--- config.mk ---
export PLATFORM = sky130hd
export DESIGN_NAME = mail_address_domain_insert_scan_top
export DESIGN_NICKNAME = d
export VERILOG_FILES = /design/src/madis_pkg.sv /design/src/mail_address_domain_insert_scan_top.sv
export SDC_FILE = /design/constraint.sdc
export NUM_CORES = 1
export LEC_CHECK = 0
export ABC_CLOCK_PERIOD_IN_PS = 5000
export BUFFER_PORTS_ARGS = -buffer_cell sky130_fd_sc_hd__buf_2
export CORE_UTILIZATION = 40
export CTS_CLUSTER_SIZE = 24
export DETAILED_ROUTE_END_ITERATION = 8
export GPL_TIMING_DRIVEN = 0
export PLACE_DENSITY = 0.66
export SLEW_MARGIN = 30
export SYNTH_ARGS = -nofsm -noshare
export SYNTH_HDL_FRONTEND = slang
export SYNTH_SLANG_ARGS = --single-unit
--- constraint.sdc ---
create_clock -name clk -period 5 [get_ports clk]
set_clock_uncertainty 0.1 [all_clocks]
set_input_delay 1 -clock clk [delete_from_list [all_inputs] [get_ports clk]]
set_output_delay 1 -clock clk [all_outputs]
set_load 0.01 [all_outputs]
--- src/madis_pkg.sv ---
// ----------------------------------------------------------------------------
// madis_pkg
// Shared types and constants for the mail address domain-insert scanner.
// ----------------------------------------------------------------------------
package madis_pkg;

    typedef logic [7:0] char_t;

    typedef enum logic [2:0] {
        ST_INSERT    = 3'd0,
        ST_PARSE_ERR = 3'd1,
        ST_DOMAIN    = 3'd2,
        ST_GROUP     = 3'd3,
        ST_EMPTY     = 3'd4,
        ST_TOO_LONG  = 3'd5
    } status_t;

    localparam int          DOMAIN_W  = 12;
    localparam int          POS_OUT_W = 12;
    localparam int          DEPTH_W   = 13;
    localparam logic [12:0] DEPTH_MAX = 13'd8191;

    localparam char_t CH_NUL    = 8'h00;
    localparam char_t CH_LPAREN = 8'h28;
    localparam char_t CH_RPAREN = 8'h29;
    localparam char_t CH_LT     = 8'h3C;
    localparam char_t CH_GT     = 8'h3E;
    localparam char_t CH_AT     = 8'h40;
    localparam char_t CH_COLON  = 8'h3A;
    localparam char_t CH_BSLASH = 8'h5C;
    localparam char_t CH_DQUOTE = 8'h22;
    localparam char_t CH_SPACE  = 8'h20;
    localparam char_t CH_TAB    = 8'h09;
    localparam char_t CH_CR     = 8'h0D;

    // Space and the control bytes from tab through carriage return.
    function automatic logic is_ws(input char_t c);
        return (c == CH_SPACE) || ((c >= CH_TAB) && (c <= CH_CR));
    endfunction

endpackage

--- src/mail_address_domain_insert_scan_top.sv ---
// ----------------------------------------------------------------------------
// mail_address_domain_insert_scan_top
// Scans one address header field a byte at a time and reports where the
// domain would be inserted, or why it cannot be.
// ----------------------------------------------------------------------------
// Usage:
//   Input channel: char_in with in_valid / in_stall. One header byte per item;
//   a zero byte ends the string and produces exactly one result item.
//   Output channel: status and insert_position with out_valid / out_stall.
//   Nonzero bytes produce no result item.
//   cfg_write / cfg_data load the domain length; write it only while idle.
// Timing:
//   A byte goes into the input register, the scan logic updates the state
//   from there, and the result register holds the answer for a zero byte.
//   One byte is taken every cycle as long as the result register is free or
//   being drained.
// Reset clears the scan state, the domain length and both valid flags.
// While the receiver stalls a waiting result, the pipeline holds; in_stall
// rises once the input register is also occupied.
// ----------------------------------------------------------------------------
module mail_address_domain_insert_scan_top
    import madis_pkg::*;
#(
    parameter int unsigned BUFFER_BYTES = 4096
) (
    input  logic                 clk,
    input  logic                 rst_n,
    input  logic                 cfg_write,
    input  logic [DOMAIN_W-1:0]  cfg_data,
    input  logic                 in_valid,
    output logic                 in_stall,
    input  logic [7:0]           char_in,
    output logic                 out_valid,
    input  logic                 out_stall,
    output logic [2:0]           status,
    output logic [POS_OUT_W-1:0] insert_position
);

    localparam int CW = $clog2(BUFFER_BYTES + 1);
    localparam int SW = ((CW > DOMAIN_W) ? CW : DOMAIN_W) + 1;

    // Pipeline control and data registers.
    logic                in_valid_reg;
    char_t               char_reg;
    logic                out_valid_reg;
    status_t             status_reg,   status_next;
    logic [CW-1:0]       ins_reg,      ins_next;
    logic [DOMAIN_W-1:0] domain_length_reg;

    // Scan state.
    logic               escape_reg,       escape_next;
    logic               quote_reg,        quote_next;
    logic [DEPTH_W-1:0] depth_reg,        depth_next;
    logic               bracket_open_reg, bracket_open_next;
    logic               saw_domain_reg,   saw_domain_next;
    logic               saw_bracket_reg,  saw_bracket_next;
    logic               saw_group_reg,    saw_group_next;
    logic [CW-1:0]      lnp_reg,          lnp_next;
    logic               lnp_is_lt_reg,    lnp_is_lt_next;
    logic [CW-1:0]      bip_reg,          bip_next;
    logic               bempty_reg,       bempty_next;
    logic [CW-1:0]      comp_pos_reg,     comp_pos_next;
    logic               comp_seen_reg,    comp_seen_next;
    logic               first_sp_reg,     first_sp_next;
    logic [CW-1:0]      count_reg,        count_next;

    logic advance;
    logic scan_en;
    logic ws;
    logic [DEPTH_W-1:0] depth_a;
    logic [DEPTH_W-1:0] depth_b;
    logic quote_a;
    logic esc_a;
    logic plain;
    logic empty;
    logic [CW-1:0] ins_cand;
    logic [SW-1:0] need;
    logic [31:0]   ins_wide;

    assign advance  = !out_valid_reg || !out_stall;
    assign scan_en  = in_valid_reg && advance;
    assign in_stall = in_valid_reg && !advance;

    always_ff @(posedge clk or negedge rst_n)
    begin
        if (!rst_n)
        begin
            domain_length_reg <= '0;
        end
        else if (cfg_write)
        begin
            domain_length_reg <= cfg_data;
        end
    end

    // Input register.
    always_ff @(posedge clk or negedge rst_n)
    begin
        if (!rst_n)
        begin
            in_valid_reg <= 1'b0;
        end
        else if (!in_valid_reg || advance)
        begin
            in_valid_reg <= in_valid;
        end
    end

    always_ff @(posedge clk)
    begin
        if (in_valid && !in_stall)
        begin
            char_reg <= char_in;
        end
    end

    // Per-byte scan update and end-of-string evaluation.
    always_comb
    begin
        ws = is_ws(char_reg);

        escape_next       = escape_reg;
        quote_next        = quote_reg;
        depth_next        = depth_reg;
        bracket_open_next = bracket_open_reg;
        saw_domain_next   = saw_domain_reg;
        saw_bracket_next  = saw_bracket_reg;
        saw_group_next    = saw_group_reg;
        lnp_next          = lnp_reg;
        lnp_is_lt_next    = lnp_is_lt_reg;
        bip_next          = bip_reg;
        bempty_next       = bempty_reg;
        comp_pos_next     = comp_pos_reg;
        comp_seen_next    = comp_seen_reg;
        first_sp_next     = first_sp_reg;
        count_next        = count_reg;

        // Depth and quote updates chain in the same order as the byte rules.
        depth_a = depth_reg;
        if (char_reg == CH_LPAREN && !escape_reg && !quote_reg && depth_reg < DEPTH_MAX)
        begin
            depth_a = depth_reg + 1'b1;
        end
        quote_a = quote_reg;
        if (char_reg == CH_DQUOTE && !escape_reg && depth_a == '0)
        begin
            quote_a = !quote_reg;
        end
        depth_b = depth_a;
        if (char_reg == CH_RPAREN && !escape_reg && !quote_a && depth_a != '0)
        begin
            depth_b = depth_a - 1'b1;
        end
        esc_a = (char_reg == CH_BSLASH) && !escape_reg && depth_b == '0 && !quote_a;
        plain = !esc_a && depth_b == '0 && !quote_a;

        // End-of-string result.
        if (bracket_open_reg || saw_bracket_reg)
        begin
            empty    = bempty_reg;
            ins_cand = bip_reg;
        end
        else if (comp_seen_reg)
        begin
            empty    = 1'b0;
            ins_cand = comp_pos_reg + 1'b1;
        end
        else
        begin
            empty    = (count_reg == '0) || first_sp_reg;
            ins_cand = CW'(1);
        end
        need = SW'(count_reg) + SW'(1) + SW'(domain_length_reg);

        if (escape_reg || quote_reg || depth_reg != '0 || bracket_open_reg)
        begin
            status_next = ST_PARSE_ERR;
        end
        else if (saw_domain_reg)
        begin
            status_next = ST_DOMAIN;
        end
        else if (saw_group_reg)
        begin
            status_next = ST_GROUP;
        end
        else if (empty)
        begin
            status_next = ST_EMPTY;
        end
        else if (need >= SW'(BUFFER_BYTES))
        begin
            status_next = ST_TOO_LONG;
        end
        else
        begin
            status_next = ST_INSERT;
        end
        ins_next = (status_next == ST_INSERT) ? ins_cand : '0;

        if (char_reg == CH_NUL)
        begin
            // The string is done: return to the start-of-string state.
            escape_next       = 1'b0;
            quote_next        = 1'b0;
            depth_next        = '0;
            bracket_open_next = 1'b0;
            saw_domain_next   = 1'b0;
            saw_bracket_next  = 1'b0;
            saw_group_next    = 1'b0;
            lnp_next          = '0;
            lnp_is_lt_next    = 1'b0;
            bip_next          = '0;
            bempty_next       = 1'b0;
            comp_pos_next     = '0;
            comp_seen_next    = 1'b0;
            first_sp_next     = 1'b0;
            count_next        = '0;
        end
        else
        begin
            if (count_reg == '0)
            begin
                first_sp_next = ws;
            end
            depth_next  = depth_b;
            quote_next  = quote_a;
            escape_next = esc_a;
            if (plain)
            begin
                if (char_reg == CH_LT && !bracket_open_reg)
                begin
                    bracket_open_next = 1'b1;
                    saw_bracket_next  = 1'b1;
                end
                if (char_reg == CH_GT && bracket_open_reg)
                begin
                    bracket_open_next = 1'b0;
                    bip_next          = lnp_reg + 1'b1;
                    bempty_next       = lnp_is_lt_reg;
                end
                if (char_reg == CH_AT)
                begin
                    saw_domain_next = 1'b1;
                end
                if (char_reg == CH_COLON)
                begin
                    saw_group_next = 1'b1;
                end
            end
            if (depth_b == '0 && char_reg != CH_RPAREN && !ws)
            begin
                comp_pos_next  = count_reg;
                comp_seen_next = 1'b1;
            end
            if (!ws)
            begin
                lnp_next       = count_reg;
                lnp_is_lt_next = (char_reg == CH_LT);
            end
            if (count_reg < CW'(BUFFER_BYTES))
            begin
                count_next = count_reg + 1'b1;
            end
        end
    end

    always_ff @(posedge clk or negedge rst_n)
    begin
        if (!rst_n)
        begin
            escape_reg       <= 1'b0;
            quote_reg        <= 1'b0;
            depth_reg        <= '0;
            bracket_open_reg <= 1'b0;
            saw_domain_reg   <= 1'b0;
            saw_bracket_reg  <= 1'b0;
            saw_group_reg    <= 1'b0;
            lnp_reg          <= '0;
            lnp_is_lt_reg    <= 1'b0;
            bip_reg          <= '0;
            bempty_reg       <= 1'b0;
            comp_pos_reg     <= '0;
            comp_seen_reg    <= 1'b0;
            first_sp_reg     <= 1'b0;
            count_reg        <= '0;
        end
        else if (scan_en)
        begin
            escape_reg       <= escape_next;
            quote_reg        <= quote_next;
            depth_reg        <= depth_next;
            bracket_open_reg <= bracket_open_next;
            saw_domain_reg   <= saw_domain_next;
            saw_bracket_reg  <= saw_bracket_next;
            saw_group_reg    <= saw_group_next;
            lnp_reg          <= lnp_next;
            lnp_is_lt_reg    <= lnp_is_lt_next;
            bip_reg          <= bip_next;
            bempty_reg       <= bempty_next;
            comp_pos_reg     <= comp_pos_next;
            comp_seen_reg    <= comp_seen_next;
            first_sp_reg     <= first_sp_next;
            count_reg        <= count_next;
        end
    end

    // Result register.
    always_ff @(posedge clk or negedge rst_n)
    begin
        if (!rst_n)
        begin
            out_valid_reg <= 1'b0;
        end
        else if (advance)
        begin
            out_valid_reg <= in_valid_reg && (char_reg == CH_NUL);
        end
    end

    always_ff @(posedge clk)
    begin
        if (scan_en && char_reg == CH_NUL)
        begin
            status_reg <= status_next;
            ins_reg    <= ins_next;
        end
    end

    assign ins_wide        = 32'(ins_reg);
    assign out_valid       = out_valid_reg;
    assign status          = status_reg;
    assign insert_position = ins_wide[POS_OUT_W-1:0];

    // The input side only stalls while a result is waiting on the receiver.
    assert property (@(posedge clk) disable iff (!rst_n)
        in_stall |-> (in_valid_reg && out_valid_reg && out_stall))
        else $error("input stalled without a blocked result");

    assert property (@(posedge clk) disable iff (!rst_n)
        (out_valid_reg && status_reg != ST_INSERT) |-> (ins_reg == '0))
        else $error("nonzero insert position on a non-insert status");

    assert property (@(posedge clk) disable iff (!rst_n)
        (out_valid_reg && status_reg == ST_INSERT) |-> (ins_reg != '0))
        else $error("insert status with a zero position");

    assert property (@(posedge clk) disable iff (!rst_n)
        count_reg <= CW'(BUFFER_BYTES))
        else $error("byte count beyond its saturation value");

    assert property (@(posedge clk) disable iff (!rst_n)
        (scan_en && char_reg == CH_NUL) |=>
            (count_reg == '0 && depth_reg == '0 && !quote_reg && !escape_reg))
        else $error("scan state not cleared after end of string");

endmodule
==> impl_metrics.toml <==
[yosys]
ys_types = 73
syn_nets = 747
ys.flop_type = "dfrtp_1"
synth_mux_area_share_pct = 6.95
synth_top_area_cell = "dfrtp_1"
ys_warn_count = 0
ys_ff_latch = 109
synthTopCellsByArea = "dfrtp_1 (33%), edfxtp_1 (10%), nand2_1 (5.7%)"
synthSimpleGateAreaFrac_pct = 23.9
synth_compound_gate_area_share_pct = 13.2
synth-xor-area-share_pct = 6.08
async_reset_ff_share_pct = 78.9
syn_inst = 703
synth_area_per_cell_um2 = 9.42
netlist_area_um2 = 6620
synthAdderAreaFrac_pct = 3.59
synth_enable_flop_cells = 23
synth_top_area_share_pct = 32.5
synth_top_family_by_area = "simple AND/OR/NAND/NOR gates"
yosysSeqAreaShare_pct = 42.9

[grt]
grt_pass1_wl_um = 26300
grt_pass1_vias = 5091
grt_usage_pct = 20.0
antenna_found_initial = 0
grt_overflow = 0
grt_max_degree = 59

[finish]
n_antenna_cell = 0
area_growth_pct = 13.1
finalNonFillerCells = 979
num-nets-final = 802
final_core_util_pct = 46.8
drive_gt1_share_pct = 14.9

[floorplan]
row_count = 46
core_area_um2 = 16000
die-area_um2 = 17100
die_w_um = 131
ios = 42
dieHeight_um = 131
start_util_pct = 41.4

[cts]
root_buffer = "clkbuf_16"
h-tree-depth = 3
tritoncts = "done"
clk_latency_ns = 0.36
path_clk_slew_ns = 0.07
clock_tree.buffer_depth = 2
cts_buffers = 9
clock-sinks = 109

[sta]
setup_violations = 0
rsz0062_at_grt = "false"
hold_viol_final = 0
post-route-period-util_pct = 94.4
worst_pin_slew_ns = 0.907
fmax_mhz = 212
slew-limit-headroom_pct = 38.9
maxSlewViolCount = 0
holdWs_ns = 0.383
fin_crit_ns = 4.72

[placement]
port-buffer-count = 41
dp_cells = 961
hpwl_um = 12000
place_congestion = 0.930

[power_and_ir_drop]
p_clk_share_pct = 33.6
intPower_w = 0.00157
switching_share_pct = 29.8
p_leak_nw = 3.11
p_switching_w = 0.000668
power_density_nw_per_um2 = 299
ir_drop_mv = 0.239
pwr-share-comb_pct = 17.9
seqPwrFrac_pct = 48.5

[detailed_routing]
drtPass1Iterations = 5
drtIter0Drc = 407
vias = 5465
routed_wl_um = 16200
route.detailed.drc = 0
drt.antenna.violating_nets = 0
drt-wirelength-per-cell_um = 16.5
vias_per_cell = 5.58

[setup_path]
critPathRequiredTime_ns = 5.13
reg2reg_from = "char_reg[6]"
start_kind = "register"
cp.arrival_ns = 4.86
r2r_setup_slack_ns = 0.28
end_kind = "register"
crit_type = "reg2reg"
cp_max_fo = 10
r2r-end = "bip_reg[9]"
r2r_cells = 16

[worst_hold_path]
whs_path_depth = 2
min_from = "lnp_is_lt_reg"
holdPathEnd = "lnp_is_lt_reg"
min_path_type = "reg2reg"

[job]
maxCapViolCount = 0

[status]
outcome = "complete, no violations"
==> routing by layer <==
metal / up-vias / wire (um) / GRT usage, %
met5: - / 0 / 0
met4: 0 / 214 / 4.87
li1: 2663 / - / -
met1: 2583 / 7840 / 29.1
met2: 194 / 7130 / 30.3
met3: 25 / 991 / 4.28
==> cells in the mapped netlist, types with 4 or more instances <==
cell type,n
a21oi_1,15
a22oi_1,10
a41oi_1,5
and2_1,9
and3_1,14
and4_1,5
buf_1,4
buf_2,9
clkbuf_1,19
dfrtp_1,86
edfxtp_1,23
ha_1,19
inv_1,17
mux2_2,12
mux2i_1,28
nand2_1,101
nand3_1,33
nand4_1,15
nor2_1,60
nor3_1,14
nor4_1,16
o211ai_1,7
o21a_1,7
o21ai_0,42
o31ai_1,5
or2_2,8
xnor2_1,24
xor2_1,22
==> power groups by stage <==
stage / logic [W] / registers [W] / clock network (W)
after CTS: 0.000398 / 0.00108 / 0.000769
after global routing: 0.000450 / 0.00110 / 0.000798
after floorplan: 0.000286 / 0.00107 / 0
after global placement: 0.000388 / 0.00110 / 0
final: 0.000400 / 0.00109 / 0.000752
after detailed placement: 0.000397 / 0.00110 / 0
==> stage by stage <==
stage          setup TNS [ns]  setup WS (ns)  total power (W)  instance area [um^2]
6_report                    0          0.278          0.00224                  7490
5_1_grt                     0        0.00892          0.00235                  7490
4_1_cts                     0          0.141          0.00225                  7450
3_5_place_dp                0         0.0146          0.00150                  7130
3_3_place_gp            -1.05        -0.0631          0.00148                  7100
2_1_floorplan               0          0.987          0.00135                  6620
==> how the worst max path moves through the flow <==
stage | start | to | cells past startpoint
finish | char_reg[6] | bip_reg[9] | 16
global route | char_reg[6] | bip_reg[9] | 16
CTS | char_reg[6] | comp_pos_reg[3] | 17
detailed placement | char_reg[6] | comp_pos_reg[3] | 17
global placement | char_reg[6] | comp_pos_reg[8] | 17
floorplan | char_reg[6] | saw_bracket_reg | 15
==> layout make-up <==
type / count / area [um^2]
Sequential cell: 109 / 2840
Multi-Input combinational cell: 542 / 3580
Inverter: 17 / 63.8
Timing Repair Buffer: 44 / 254
Fill cell: 1591 / 8510
Clock buffer: 11 / 253
Buffer: 35 / 159
Clock inverter: 5 / 65.1
Tap cell: 216 / 270
==> cells by family (layout without fill, tap and decap cells) <==
logic type | after synthesis | after routing
and+or+nand+nor | 308 | 308
AOI/OAI and AO/OA | 126 | 126
DFF | 109 | 109
buffers and inverters | 52 | 112
xor gates and xnor gates | 46 | 46
muxes | 43 | 43
adders and majority gates | 19 | 19
==> layout by cell type (no fill, tap or decap), drive strengths merged, types with 3 or more instances in the layout <==
cell	n
a21oi	16
a22oi	10
a31oi	3
a32oi	3
a41oi	5
and2	10
and3	14
and4	5
buf	60
clkbuf	30
dfrtp	86
edfxtp	23
ha	19
inv	19
mux2	15
mux2i	28
nand2	102
nand3	33
nand3b	3
nand4	18
nor2	60
nor2b	3
nor3	16
nor3b	5
nor4	17
nor4b	3
o2111ai	3
o211ai	7
o21a	7
o21ai	43
o22ai	3
o31ai	5
or2	8
or3	4
or4	3
xnor2	24
xor2	22
==> worst max-delay path, cell delays in order, from the launching register on <==
cell and delay [ns]:
edfxtp_1 0.46, nor3b_4 0.40, nand3_2 0.28, nor2_4 0.30
mux2i_1 0.30, ha_1 0.33, nor4b_1 0.29, nand4_1 0.14
nor2_1 0.11, nor3_1 0.08, a2111oi_4 0.33, and4_1 0.23
o2111ai_1 0.20, nor3_2 0.34, nand4_2 0.28, buf_4 0.30
mux2i_1 0.14
==> repair_timing <==
action | 4_1_cts | 5_1_grt
hold buffers | 0 | 0
cloned | 0 | 0
pin swaps | 0 | 1
setup buffers | 0 | 2
gates resized for setup | 1 | 4
endpoints found under the setup margin | 2 | 21
No activity file was read; power rests on OpenSTA's default activity.
